[config.mk]
export PLATFORM = sky130hd
export DESIGN_NAME = bitmap_priority_ready_scheduler_unit
export DESIGN_NICKNAME = d
export VERILOG_FILES = /design/src/hdl/bprs_pkg.sv /design/src/hdl/bitmap_priority_ready_scheduler_unit.sv /design/src/hdl/bprs_prienc.sv
export SDC_FILE = /design/constraint.sdc
export NUM_CORES = 2
export LEC_CHECK = 0
export ABC_AREA = 1
export ABC_CLOCK_PERIOD_IN_PS = 10900
export BUFFER_PORTS_ARGS = -buffer_cell sky130_fd_sc_hd__buf_4
export CAP_MARGIN = 10
export CORE_UTILIZATION = 55
export DETAILED_ROUTE_END_ITERATION = 7
export PLACE_DENSITY_LB_ADDON = 0.15
export SLEW_MARGIN = 20
export SYNTH_ARGS = -nofsm -noshare
export SYNTH_HDL_FRONTEND = slang
export SYNTH_SLANG_ARGS = --single-unit
[constraint.sdc]
create_clock -name i_clk -period 10.9 [get_ports i_clk]
set_input_delay 2.18 -clock i_clk [delete_from_list [all_inputs] [get_ports i_clk]]
set_output_delay 2.18 -clock i_clk [all_outputs]
set_load 0.01 [all_outputs]
[src/hdl/bprs_pkg.sv]
// Package for the bitmap priority ready scheduler: widths, codes, types.
package bprs_pkg;
    localparam int NUM_LEVELS_DEF  = 32;
    localparam int NUM_THREADS_DEF = 64;
    localparam int CMD_W = 2;
    localparam int TID_W = 6;
    localparam int PRI_W = 5;
    localparam int ERR_W = 2;

    localparam logic [CMD_W-1:0] CMD_READY   = 2'd0;
    localparam logic [CMD_W-1:0] CMD_UNREADY = 2'd1;
    localparam logic [CMD_W-1:0] CMD_SELECT  = 2'd2;
    localparam logic [CMD_W-1:0] CMD_SETPRI  = 2'd3;

    localparam logic [ERR_W-1:0] ERR_OK    = 2'd0;
    localparam logic [ERR_W-1:0] ERR_EMPTY = 2'd1;
    localparam logic [ERR_W-1:0] ERR_STATE = 2'd2;

    // result of the priority encoder
    typedef struct packed {
        logic [PRI_W-1:0] level;
        logic             none;
    } t_hi;
endpackage

[src/hdl/bitmap_priority_ready_scheduler_unit.sv]
// Top level of the bitmap priority ready scheduler with its command sequencer.
// Each request walks the sequencer states; a bad thread id takes the shortest path (straight to the
// result), a select that pushes back the running thread and then pops takes the longest.
// Throughput: one request at a time; o_ready returns the cycle after the result is taken.
// Reset (synchronous, active low) clears the bitmap, ready marks, level-written marks and
// current thread; the link memories need no clearing.
module bitmap_priority_ready_scheduler_unit #(
    parameter int NUM_LEVELS  = bprs_pkg::NUM_LEVELS_DEF,
    parameter int NUM_THREADS = bprs_pkg::NUM_THREADS_DEF
) (
    input  logic                        i_clk,
    input  logic                        i_rst_n,
    input  logic                        i_valid,
    output logic                        o_ready,
    input  logic [bprs_pkg::CMD_W-1:0]  i_cmd,
    input  logic [bprs_pkg::TID_W-1:0]  i_thread_id,
    input  logic [bprs_pkg::PRI_W-1:0]  i_new_priority,
    input  logic                        i_current_running,
    output logic                        o_valid,
    input  logic                        i_ready,
    output logic [bprs_pkg::TID_W-1:0]  o_chosen_thread,
    output logic                        o_switched,
    output logic                        o_preempted,
    output logic                        o_reschedule_needed,
    output logic [bprs_pkg::PRI_W-1:0]  o_highest_ready,
    output logic                        o_none_ready,
    output logic [bprs_pkg::ERR_W-1:0]  o_error
);
    localparam int LW = $clog2(NUM_LEVELS);
    localparam int TW = $clog2(NUM_THREADS);
    localparam int TID_W = bprs_pkg::TID_W;
    localparam int PRI_W = bprs_pkg::PRI_W;

    localparam logic [3:0] S_IDLE = 4'd0;
    localparam logic [3:0] S_DEC  = 4'd1;  // decode, start op
    localparam logic [3:0] S_UL0  = 4'd2;  // unlink: read head/tail/links
    localparam logic [3:0] S_UL1  = 4'd3;  // unlink: write
    localparam logic [3:0] S_AP0  = 4'd4;  // append/insert
    localparam logic [3:0] S_POP  = 4'd5;  // select pop head
    localparam logic [3:0] S_FIN  = 4'd6;  // compose result
    localparam logic [3:0] S_OUT  = 4'd7;

    // storage
    logic [TID_W-1:0] r_head [NUM_LEVELS];
    logic [TID_W-1:0] r_tail [NUM_LEVELS];
    logic [TID_W-1:0] r_next [NUM_THREADS];
    logic [TID_W-1:0] r_prev [NUM_THREADS];
    logic [LW-1:0]    r_tlev [NUM_THREADS];
    logic [NUM_THREADS-1:0] r_tlv;   // level entry written since reset
    logic [NUM_THREADS-1:0] r_isrdy;
    logic [NUM_LEVELS-1:0]  r_bits;
    logic [TID_W-1:0] r_cur;
    logic [LW-1:0]    r_curlev;      // level of the current thread
    logic             r_curv;

    // request / op context
    logic [3:0]       r_st;
    logic [1:0]       r_cmd;
    logic [TID_W-1:0] r_tid;
    logic [LW-1:0]    r_lvl;
    logic [LW-1:0]    r_tl;    // stored level of the request's thread
    logic             r_run;
    logic [TID_W-1:0] r_ot;    // thread being operated
    logic [LW-1:0]    r_ol;    // level being operated
    logic             r_athead; // insert at head instead of tail
    logic             r_pop;   // pop pending after current op
    logic             r_app;   // append pending after unlink
    logic             r_sw, r_pre;
    logic [1:0]       r_err;
    logic             r_runaft;

    bprs_pkg::t_hi w_hi;
    bprs_prienc #(.NUM_LEVELS(NUM_LEVELS)) u_enc (.i_bits(r_bits), .o_hi(w_hi));

    logic [LW-1:0] w_hil;
    logic [TW-1:0] w_oti;
    logic [LW-1:0] w_reqlvl;
    logic          w_tidok;
    assign w_hil    = LW'(w_hi.level);
    assign w_oti    = TW'(r_ot);
    assign w_tidok  = ({26'd0, i_thread_id} < 32'(NUM_THREADS));
    assign w_reqlvl = ({27'd0, i_new_priority} >= 32'(NUM_LEVELS)) ?
                      LW'(NUM_LEVELS - 1) : LW'(i_new_priority);

    logic [TID_W-1:0] r_h, r_t, r_n, r_p;
    assign o_ready = (r_st == S_IDLE);

    always_ff @(posedge i_clk) begin
        if (!i_rst_n) begin
            r_st     <= S_IDLE;
            r_bits   <= '0;
            r_isrdy  <= '0;
            r_tlv    <= '0;
            r_cur    <= '0;
            r_curlev <= '0;
            r_curv   <= 1'b0;
            o_valid  <= 1'b0;
        end else begin
            unique case (r_st)
                S_IDLE: begin
                    if (i_valid) begin
                        r_cmd <= i_cmd;
                        r_tid <= i_thread_id;
                        r_lvl <= w_reqlvl;
                        // registered read of the thread's level, zero until written
                        r_tl  <= r_tlv[TW'(i_thread_id)] ? r_tlev[TW'(i_thread_id)] : '0;
                        r_run <= i_current_running;
                        r_sw  <= 1'b0;
                        r_pre <= 1'b0;
                        r_err <= (!w_tidok && i_cmd != bprs_pkg::CMD_SELECT) ?
                                 bprs_pkg::ERR_STATE : bprs_pkg::ERR_OK;
                        r_pop <= 1'b0;
                        r_app <= 1'b0;
                        r_athead <= 1'b0;
                        r_runaft <= i_current_running;
                        r_st  <= w_tidok || i_cmd == bprs_pkg::CMD_SELECT ? S_DEC : S_FIN;
                    end
                end
                S_DEC: begin
                    unique case (r_cmd)
                        bprs_pkg::CMD_READY: begin
                            if (r_isrdy[TW'(r_tid)]) begin
                                r_err <= bprs_pkg::ERR_STATE;
                                r_st  <= S_FIN;
                            end else begin
                                r_tlev[TW'(r_tid)] <= r_lvl;
                                r_tlv[TW'(r_tid)]  <= 1'b1;
                                if (r_tid == r_cur) begin
                                    r_curlev <= r_lvl;
                                end
                                r_ot <= r_tid;
                                r_ol <= r_lvl;
                                r_st <= S_AP0;
                            end
                        end
                        bprs_pkg::CMD_UNREADY: begin
                            if (!r_isrdy[TW'(r_tid)]) begin
                                r_err <= bprs_pkg::ERR_STATE;
                                r_st  <= S_FIN;
                            end else begin
                                r_ot <= r_tid;
                                r_ol <= r_tl;
                                r_st <= S_UL0;
                            end
                        end
                        bprs_pkg::CMD_SETPRI: begin
                            if (r_tl != r_lvl && r_isrdy[TW'(r_tid)]) begin
                                r_ot  <= r_tid;
                                r_ol  <= r_tl;
                                r_app <= 1'b1;
                                r_st  <= S_UL0;
                            end else begin
                                if (r_tl != r_lvl) begin
                                    r_tlev[TW'(r_tid)] <= r_lvl;
                                    r_tlv[TW'(r_tid)]  <= 1'b1;
                                    if (r_tid == r_cur) begin
                                        r_curlev <= r_lvl;
                                    end
                                end
                                r_st <= S_FIN;
                            end
                        end
                        default: begin  // select
                            if (r_curv && r_run) begin
                                r_runaft <= 1'b1;
                                if (!w_hi.none && w_hil > r_curlev) begin
                                    r_pop <= 1'b1;
                                    if (!r_isrdy[TW'(r_cur)]) begin
                                        r_pre    <= 1'b1;
                                        r_ot     <= r_cur;
                                        r_ol     <= r_curlev;
                                        r_athead <= 1'b1;
                                        r_st     <= S_AP0;
                                    end else begin
                                        r_st <= S_POP;
                                    end
                                end else begin
                                    r_st <= S_FIN;
                                end
                            end else if (w_hi.none) begin
                                // running flag from the request stays as taken
                                r_err <= bprs_pkg::ERR_EMPTY;
                                r_st  <= S_FIN;
                            end else begin
                                r_runaft <= 1'b1;
                                r_pop    <= 1'b1;
                                r_st     <= S_POP;
                            end
                        end
                    endcase
                end
                S_POP: begin
                    // head of highest level becomes the unlink target
                    r_ot  <= r_head[w_hil];
                    r_ol  <= w_hil;
                    r_cur <= r_head[w_hil];
                    r_curlev <= w_hil;
                    r_curv <= 1'b1;
                    r_sw  <= 1'b1;
                    r_pop <= 1'b0;
                    r_st  <= S_UL0;
                end
                S_UL0: begin
                    r_h  <= r_head[r_ol];
                    r_t  <= r_tail[r_ol];
                    r_n  <= r_next[w_oti];
                    r_p  <= r_prev[w_oti];
                    r_st <= S_UL1;
                end
                S_UL1: begin
                    if (r_h == r_ot && r_t == r_ot) begin
                        r_bits[r_ol] <= 1'b0;
                    end else if (r_h == r_ot) begin
                        r_head[r_ol] <= r_n;
                    end else if (r_t == r_ot) begin
                        r_tail[r_ol] <= r_p;
                    end else begin
                        r_next[TW'(r_p)] <= r_n;
                        r_prev[TW'(r_n)] <= r_p;
                    end
                    r_isrdy[w_oti] <= 1'b0;
                    if (r_app) begin
                        r_app <= 1'b0;
                        r_tlev[w_oti] <= r_lvl;
                        r_tlv[w_oti]  <= 1'b1;
                        if (r_ot == r_cur) begin
                            r_curlev <= r_lvl;
                        end
                        r_ol  <= r_lvl;
                        r_st  <= S_AP0;
                    end else begin
                        r_st <= S_FIN;
                    end
                end
                S_AP0: begin
                    if (!r_bits[r_ol]) begin
                        r_head[r_ol] <= r_ot;
                        r_tail[r_ol] <= r_ot;
                        r_bits[r_ol] <= 1'b1;
                    end else if (r_athead) begin
                        r_prev[TW'(r_head[r_ol])] <= r_ot;
                        r_next[w_oti] <= r_head[r_ol];
                        r_head[r_ol] <= r_ot;
                    end else begin
                        r_next[TW'(r_tail[r_ol])] <= r_ot;
                        r_prev[w_oti] <= r_tail[r_ol];
                        r_tail[r_ol] <= r_ot;
                    end
                    r_isrdy[w_oti] <= 1'b1;
                    r_athead <= 1'b0;
                    r_st <= r_pop ? S_POP : S_FIN;
                end
                S_FIN: begin
                    o_chosen_thread <= r_cur;
                    o_switched      <= r_sw;
                    o_preempted     <= r_pre;
                    o_reschedule_needed <= !r_curv || !r_runaft ||
                        (!w_hi.none && w_hil > r_curlev);
                    o_highest_ready <= w_hi.level;
                    o_none_ready    <= w_hi.none;
                    o_error         <= r_err;
                    o_valid         <= 1'b1;
                    r_st            <= S_OUT;
                end
                S_OUT: begin
                    if (i_ready) begin
                        o_valid <= 1'b0;
                        r_st    <= S_IDLE;
                    end
                end
                default: r_st <= S_IDLE;
            endcase
        end
    end
endmodule

[src/hdl/bprs_prienc.sv]
// Highest-set-bit encoder over the ready bitmap.
module bprs_prienc #(
    parameter int NUM_LEVELS = bprs_pkg::NUM_LEVELS_DEF
) (
    input  logic [NUM_LEVELS-1:0] i_bits,
    output bprs_pkg::t_hi         o_hi
);
    localparam int LW = $clog2(NUM_LEVELS);
    logic [LW-1:0] w_idx;

    // scan upward, last set bit wins
    always_comb begin
        w_idx = '0;
        for (int i = 0; i < NUM_LEVELS; i++) begin
            if (i_bits[i]) begin
                w_idx = LW'(i);
            end
        end
        o_hi.level = bprs_pkg::PRI_W'(w_idx);
        o_hi.none  = (i_bits == '0);
    end
endmodule
Word-level counts from Yosys, hierarchy flattened. Memory sizes are Yosys's and may differ from the RTL's. A register that Yosys moved wholly into a read port is not among the register bits. Cells that the tools add are included.

Input bits: 18. RAM bits: 1472. Memories kept: 5. Flip-flop bits (word level): 239.

Memories: r_next (words 64, bits a word 6, read ports 1, clocked after Yosys merged registers in 1, write ports 1, RTL line bitmap_priority_ready_scheduler_unit.sv:46) `logic [TID_W-1:0] r_next [NUM_THREADS];`; r_prev (words 64, bits a word 6, read ports 1, clocked after Yosys merged registers in 1, write ports 1, RTL line bitmap_priority_ready_scheduler_unit.sv:47) `logic [TID_W-1:0] r_prev [NUM_THREADS];`; r_tlev (words 64, bits a word 5, read ports 1, clocked after Yosys merged registers in 1, write ports 1, RTL line bitmap_priority_ready_scheduler_unit.sv:48) `logic [LW-1:0] r_tlev [NUM_THREADS];`; r_head (words 32, bits a word 6, read ports 2, clocked after Yosys merged registers in 1, write ports 1, RTL line bitmap_priority_ready_scheduler_unit.sv:44) `logic [TID_W-1:0] r_head [NUM_LEVELS];`; r_tail (words 32, bits a word 6, read ports 1, clocked after Yosys merged registers in 1, write ports 1, RTL line bitmap_priority_ready_scheduler_unit.sv:45) `logic [TID_W-1:0] r_tail [NUM_LEVELS];`.

Bitwise gates (word level): 13. Muxes and demuxes: 190. Reduce and logical (&&, ||, !) cells: 49. Eq/ne operators: 42. Order comparisons: 9.

Operators with widths (count): case mux 64 bit (2 select lines) (3); two-way mux 64 bit (4); OR 64 bit (3); two-way mux 5 bit (33); two-way mux 6 bit (19); two-way mux 1 bit (75); AND 64 bit (1); two-way mux 32 bit (2); inverter 64 bit (1); case mux 32 bit (2 select lines) (1); two-way mux 4 bit (12); case mux 5 bit (3 select lines) (3); AND 32 bit (1); zero test 32 bit (1); inverter 32 bit (1); OR 32 bit (1); case mux 4 bit (8 select lines) (1); != test 3 bit (second input constant) (10); less-than comparator 6 x 7 -> 1 bit (second input constant) (4); != test 2 bit (second input constant) (13); equality test 6 bit (4); OR reduction 6 bit (4); two-way mux 2 bit (11); AND reduction 7 bit (3); other kinds (41) (92).

Longest topological paths before layout.
Depth after elaboration: 38. Gate-level depth with buffers: 47. Mapped depth without buffers: 46.

By module. Synthesis repeated with hierarchy kept, for this count alone.

Cell total of the unflattened synthesis: 7007. Area, all modules: 74721.7 µm².

Modules (own cells, without submodules): bitmap_priority_ready_scheduler_unit (seq. area each 50198.1 µm², area each 74306.3 µm², cells each 6901, instances 1); bprs_prienc (seq. area each 0.0 µm², area each 415.4 µm², cells each 106, instances 1).

Worst setup path after synthesis. Ideal clock, no wire load.

Kind: input to register. Start point: input port i_rst_n. End point: memory r_next[56][0], enable pin. Path slack: 5184 ps. Arrival: 5338 ps. Buffers on the path: 0. Setup time: 378 ps. Stages on the path: 9. Cell sequence: inv_2 nor2_4 nand2_2 inv_2 a221oi_2 inv_1 nor2_1 nand3_1 nor3_1.

Cells in the longest elaborated chain, start to end: 5.

RTL lines: start, declared (RTL line bitmap_priority_ready_scheduler_unit.sv:12) `input logic i_rst_n,`; two-way mux 1 bit (RTL line bitmap_priority_ready_scheduler_unit.sv:89) `if (!i_rst_n) begin`; two-way mux 1 bit (not written as such) (RTL line bitmap_priority_ready_scheduler_unit.sv:242) `r_next[w_oti] <= r_head[r_ol];`; OR reduction 6 bit (no source line); two-way mux 6 bit (no source line) / two-way mux 1 bit (equally long branches) (2 in a row); end, declared (RTL line bitmap_priority_ready_scheduler_unit.sv:46).

Several ways; a longest one is shown, not always the timed one.

==> flow_summary.ini <==
[sta]
fmax_ghz = 0.163
period_needed_ns = 6.15
clock_skew_ns = 0.0331
rsz0062_at_grt = no
slew_violations = 0
setup_viol = 0
max_slew_margin_pct = 17.2
hold_viol = 0
fin_crit_sh_pct = 56.4
finalSetupTns_ns = 0
worst_pin_slew_ns = 1.24
worst_slack_ns = 4.75

[global_route]
grt_use_total_pct = 30.5
grt_pass1_vias = 49500
grt_max_degree = 107
gr-total-overflow = 0
grt_pass1_wl_microns = 311000
antenna_found_initial = 1

[clock_tree]
hold_buffers = 0
cts_made_buffers = 173
ctsResizeCount = 0
post_cts_buffers = 0
clk_path_buf_depth = 3
insertion_delay_ns = 0.83
cts_sinks = 1732
tritoncts = done
root_buffer = clkbuf_16
cts.clk_slew.worst_paths_ns = 0.06
htreeDepth = 4

[placed_design]
gp_congestion = 0.957
placed_cell_area_sq_mm = 0.0754
port_buffers = 36
dp_hpwl_microns = 127000
place_ws_ns = 4.64

[power_and_ir_drop]
powerDensity_mw_per_mm2 = 209
leakage_uw = 0.0265
irDropWorstVdd_v = 0.000180

[floorplan]
die_width_microns = 367
io_pins = 37
die_y_microns = 367
dieArea_sq_mm = 0.135
core_sq_mm = 0.132
initial_core_util_pct = 55.6
row_count = 133

[logic_synthesis]
synth_area_leaders = edfxtp_1 (63%), dfxtp_1 (4.9%), nor2_1 (4.5%), o21ai_0 (4.4%), nand2_1 (3.6%)
netlist_area_sq_mm = 0.0734
synth.largest_area_cell = edfxtp_1
syn_inst = 6417
synthArstFlopShare_pct = 0
synth_commonest_cells = edfxtp_1 (1551), nor2_1 (883), nand2_1 (700)
postSynthAreaPerCell_sq_um = 11.4
ys_seq_elements = 1732
synth_most_common_cell = edfxtp_1
yosysSeqAreaShare_pct = 68.4
ys_types = 66
synth.top_cell.area_share_pct = 63.4
syn-num-nets = 6444
ys_warn_count = 0
synth_edf_count = 1551
synth_ff_type = edfxtp_1

[drt]
drtAntennaViolNets = 0
drt_wl_total_microns = 209000
first_pass_iters = 6
wl_per_cell_microns = 25.3
drt_iter0_drc = 6553
remaining_drc_errors = 0
via_count = 52300
via_per_inst = 6.34

[critical_path]
criticalPathCategory = reg2reg
rr_worst_depth = 15
worstPathRequired_ns = 11.35
cp-end-kind = flop
setup.worst_path.end = r_prev[11][4]$_DFFE_PP_
r2r_end = r_prev[11][4]$_DFFE_PP_
arrival_ns = 6.59
worstPathMaxFanout = 106
startpoint_type = flop
r2r_slack_ns = 4.75

[finish]
multi_input_area_sq_mm = 0.0199
drive_gt1_share_pct = 9.52
nets = 6380
syn2layout_area_growth_pct = 10.6
seq_area_sq_mm = 0.0502
stdcell_area_sq_mm = 0.0812
post-route-util_pct = 61.6
fill_cells = 10300
n_antenna_cell = 0

[outcome]
outcome = finished clean

[job]
drv_cap = 0

[worst_hold_path]
hold_class = reg2reg
## flip-flops by register name, indices dropped and copies added (netlist names), 64 cells and up, named ones only
name,flops
r_tlev,320
r_next,384
r_prev,384
r_head,192
r_tail,192
r_tlv,64
## critical path: stages, from the launching register on
cell and delay, ns:
dfxtp_4 0.36, inv_6 0.49, buf_4 0.79, nand2_1 0.12, o211ai_1 0.13, nand2_1 0.09
a21oi_1 0.11, o21ai_0 0.16, a32oi_1 0.74, nand2_1 0.14, inv_1 0.14, a211oi_4 0.10
inv_2 0.07, buf_4 0.67, nand3_1 0.85, nor2_1 0.71
## layout make-up
cell class,count,share of cell area (%)
sequential,1732,61.8
inverter,534,2.49
timing repair buffer,137,1.27
clock inverter,115,1.51
multi-input combinational,3775,24.5
clock buffer,210,5.67
tap,1755,2.70
## report_power, final
group | leakage (uW) | internal, uW | total (uW) | switching (uW)
clock network | 0.00281 | 3530 | 6100 | 2580
logic | 0.00826 | 785 | 3300 | 2510
registers | 0.0154 | 7510 | 7600 | 89.4
total | 0.0265 | 11800 | 17000 | 5180
## how the worst min path moves through the flow
| stage | start | slack, ns | to | cells past startpoint |
|---|---|---|---|---|
| final | r_err[0]$_SDFFCE_PN0P_ | 0.42 | o_error[0]$_DFFE_PP_ | 0 |
| after global routing | r_err[1]$_SDFFCE_PN0P_ | 0.44 | o_error[1]$_DFFE_PP_ | 0 |
| after CTS | r_err[0]$_SDFFCE_PN0P_ | 0.42 | o_error[0]$_DFFE_PP_ | 0 |
| after detailed placement | r_err[0]$_SDFFCE_PN0P_ | 0.41 | o_error[0]$_DFFE_PP_ | 0 |
| after global placement | r_sw$_DFFE_PP_ | 0.40 | o_switched$_DFFE_PP_ | 0 |
| after floorplan | r_err[0]$_SDFFCE_PN0P_ | 0.40 | o_error[0]$_DFFE_PP_ | 0 |
## layout by cell type, fill, tap and decap left out, types with 7 or more instances in the layout
| cell | synthesis | final |
|---|---|---|
| dfxtp_1 | 181 | 177 |
| clkbuf_16 | 0 | 178 |
| buf_4 | 0 | 136 |
| edfxtp_1 | 1551 | 1551 |
| a22o_1 | 79 | 79 |
| a32oi_1 | 10 | 10 |
| clkinvlp_4 | 0 | 15 |
| nand2_1 | 700 | 699 |
| bufinv_16 | 0 | 21 |
| ha_1 | 9 | 9 |
| a21oi_2 | 50 | 52 |
| nand3b_1 | 54 | 54 |
| clkinv_2 | 0 | 28 |
| nor3_2 | 8 | 25 |
| nand4_1 | 95 | 95 |
| o221ai_1 | 55 | 54 |
| a22oi_1 | 120 | 120 |
| nor4_1 | 8 | 7 |
| clkinv_1 | 15 | 49 |
| nor2_1 | 883 | 881 |
| inv_2 | 28 | 33 |
| a221oi_1 | 123 | 123 |
| a31oi_1 | 22 | 21 |
| o32ai_1 | 48 | 48 |
| inv_1 | 489 | 482 |
| o21ai_2 | 50 | 61 |
| o21ai_0 | 641 | 630 |
| o211ai_1 | 7 | 7 |
| clkbuf_1 | 307 | 29 |
| nor3_1 | 56 | 38 |
| nand3_2 | 4 | 8 |
| a211oi_1 | 10 | 10 |
| nand3_1 | 304 | 300 |
| a21oi_1 | 226 | 224 |
| xor2_1 | 9 | 9 |
| o22ai_1 | 145 | 145 |
## stage by stage
step           hold WS (ns)  cells  total power [uW]
3_3_place_gp          0.404   7933             10900
3_5_place_dp          0.411   7933             11000
4_1_cts               0.418   8258             17000
2_1_floorplan         0.400   6417              9710
6_report              0.416   8258             17000
5_1_grt               0.443   8258             17500
## layer usage
| metal | vias up | global-route usage, % | part of all wire (%) |
|---|---|---|---|
| met1 | 25600 | 43.1 | 40 |
| met4 | 0 | 11.5 | 3.6 |
| met5 | - | 0 | 0 |
| met2 | 3012 | 47.5 | 47 |
| met3 | 478 | 5.05 | 9.4 |
| li1 | 23300 | - | - |
## kinds of logic after synthesis
family / after synthesis / share of synthesized area (%)
flip-flops: 1732 / 68.4
adder cells (fa/ha/maj): 9 / 0.153
buffers and inverters: 910 / 4.79
XOR/XNOR: 14 / 0.167
AO/OA/AOI/OAI: 1618 / 14.1
AND/OR/NAND/NOR: 2134 / 12.4
(Power assumes the default switching activity.)
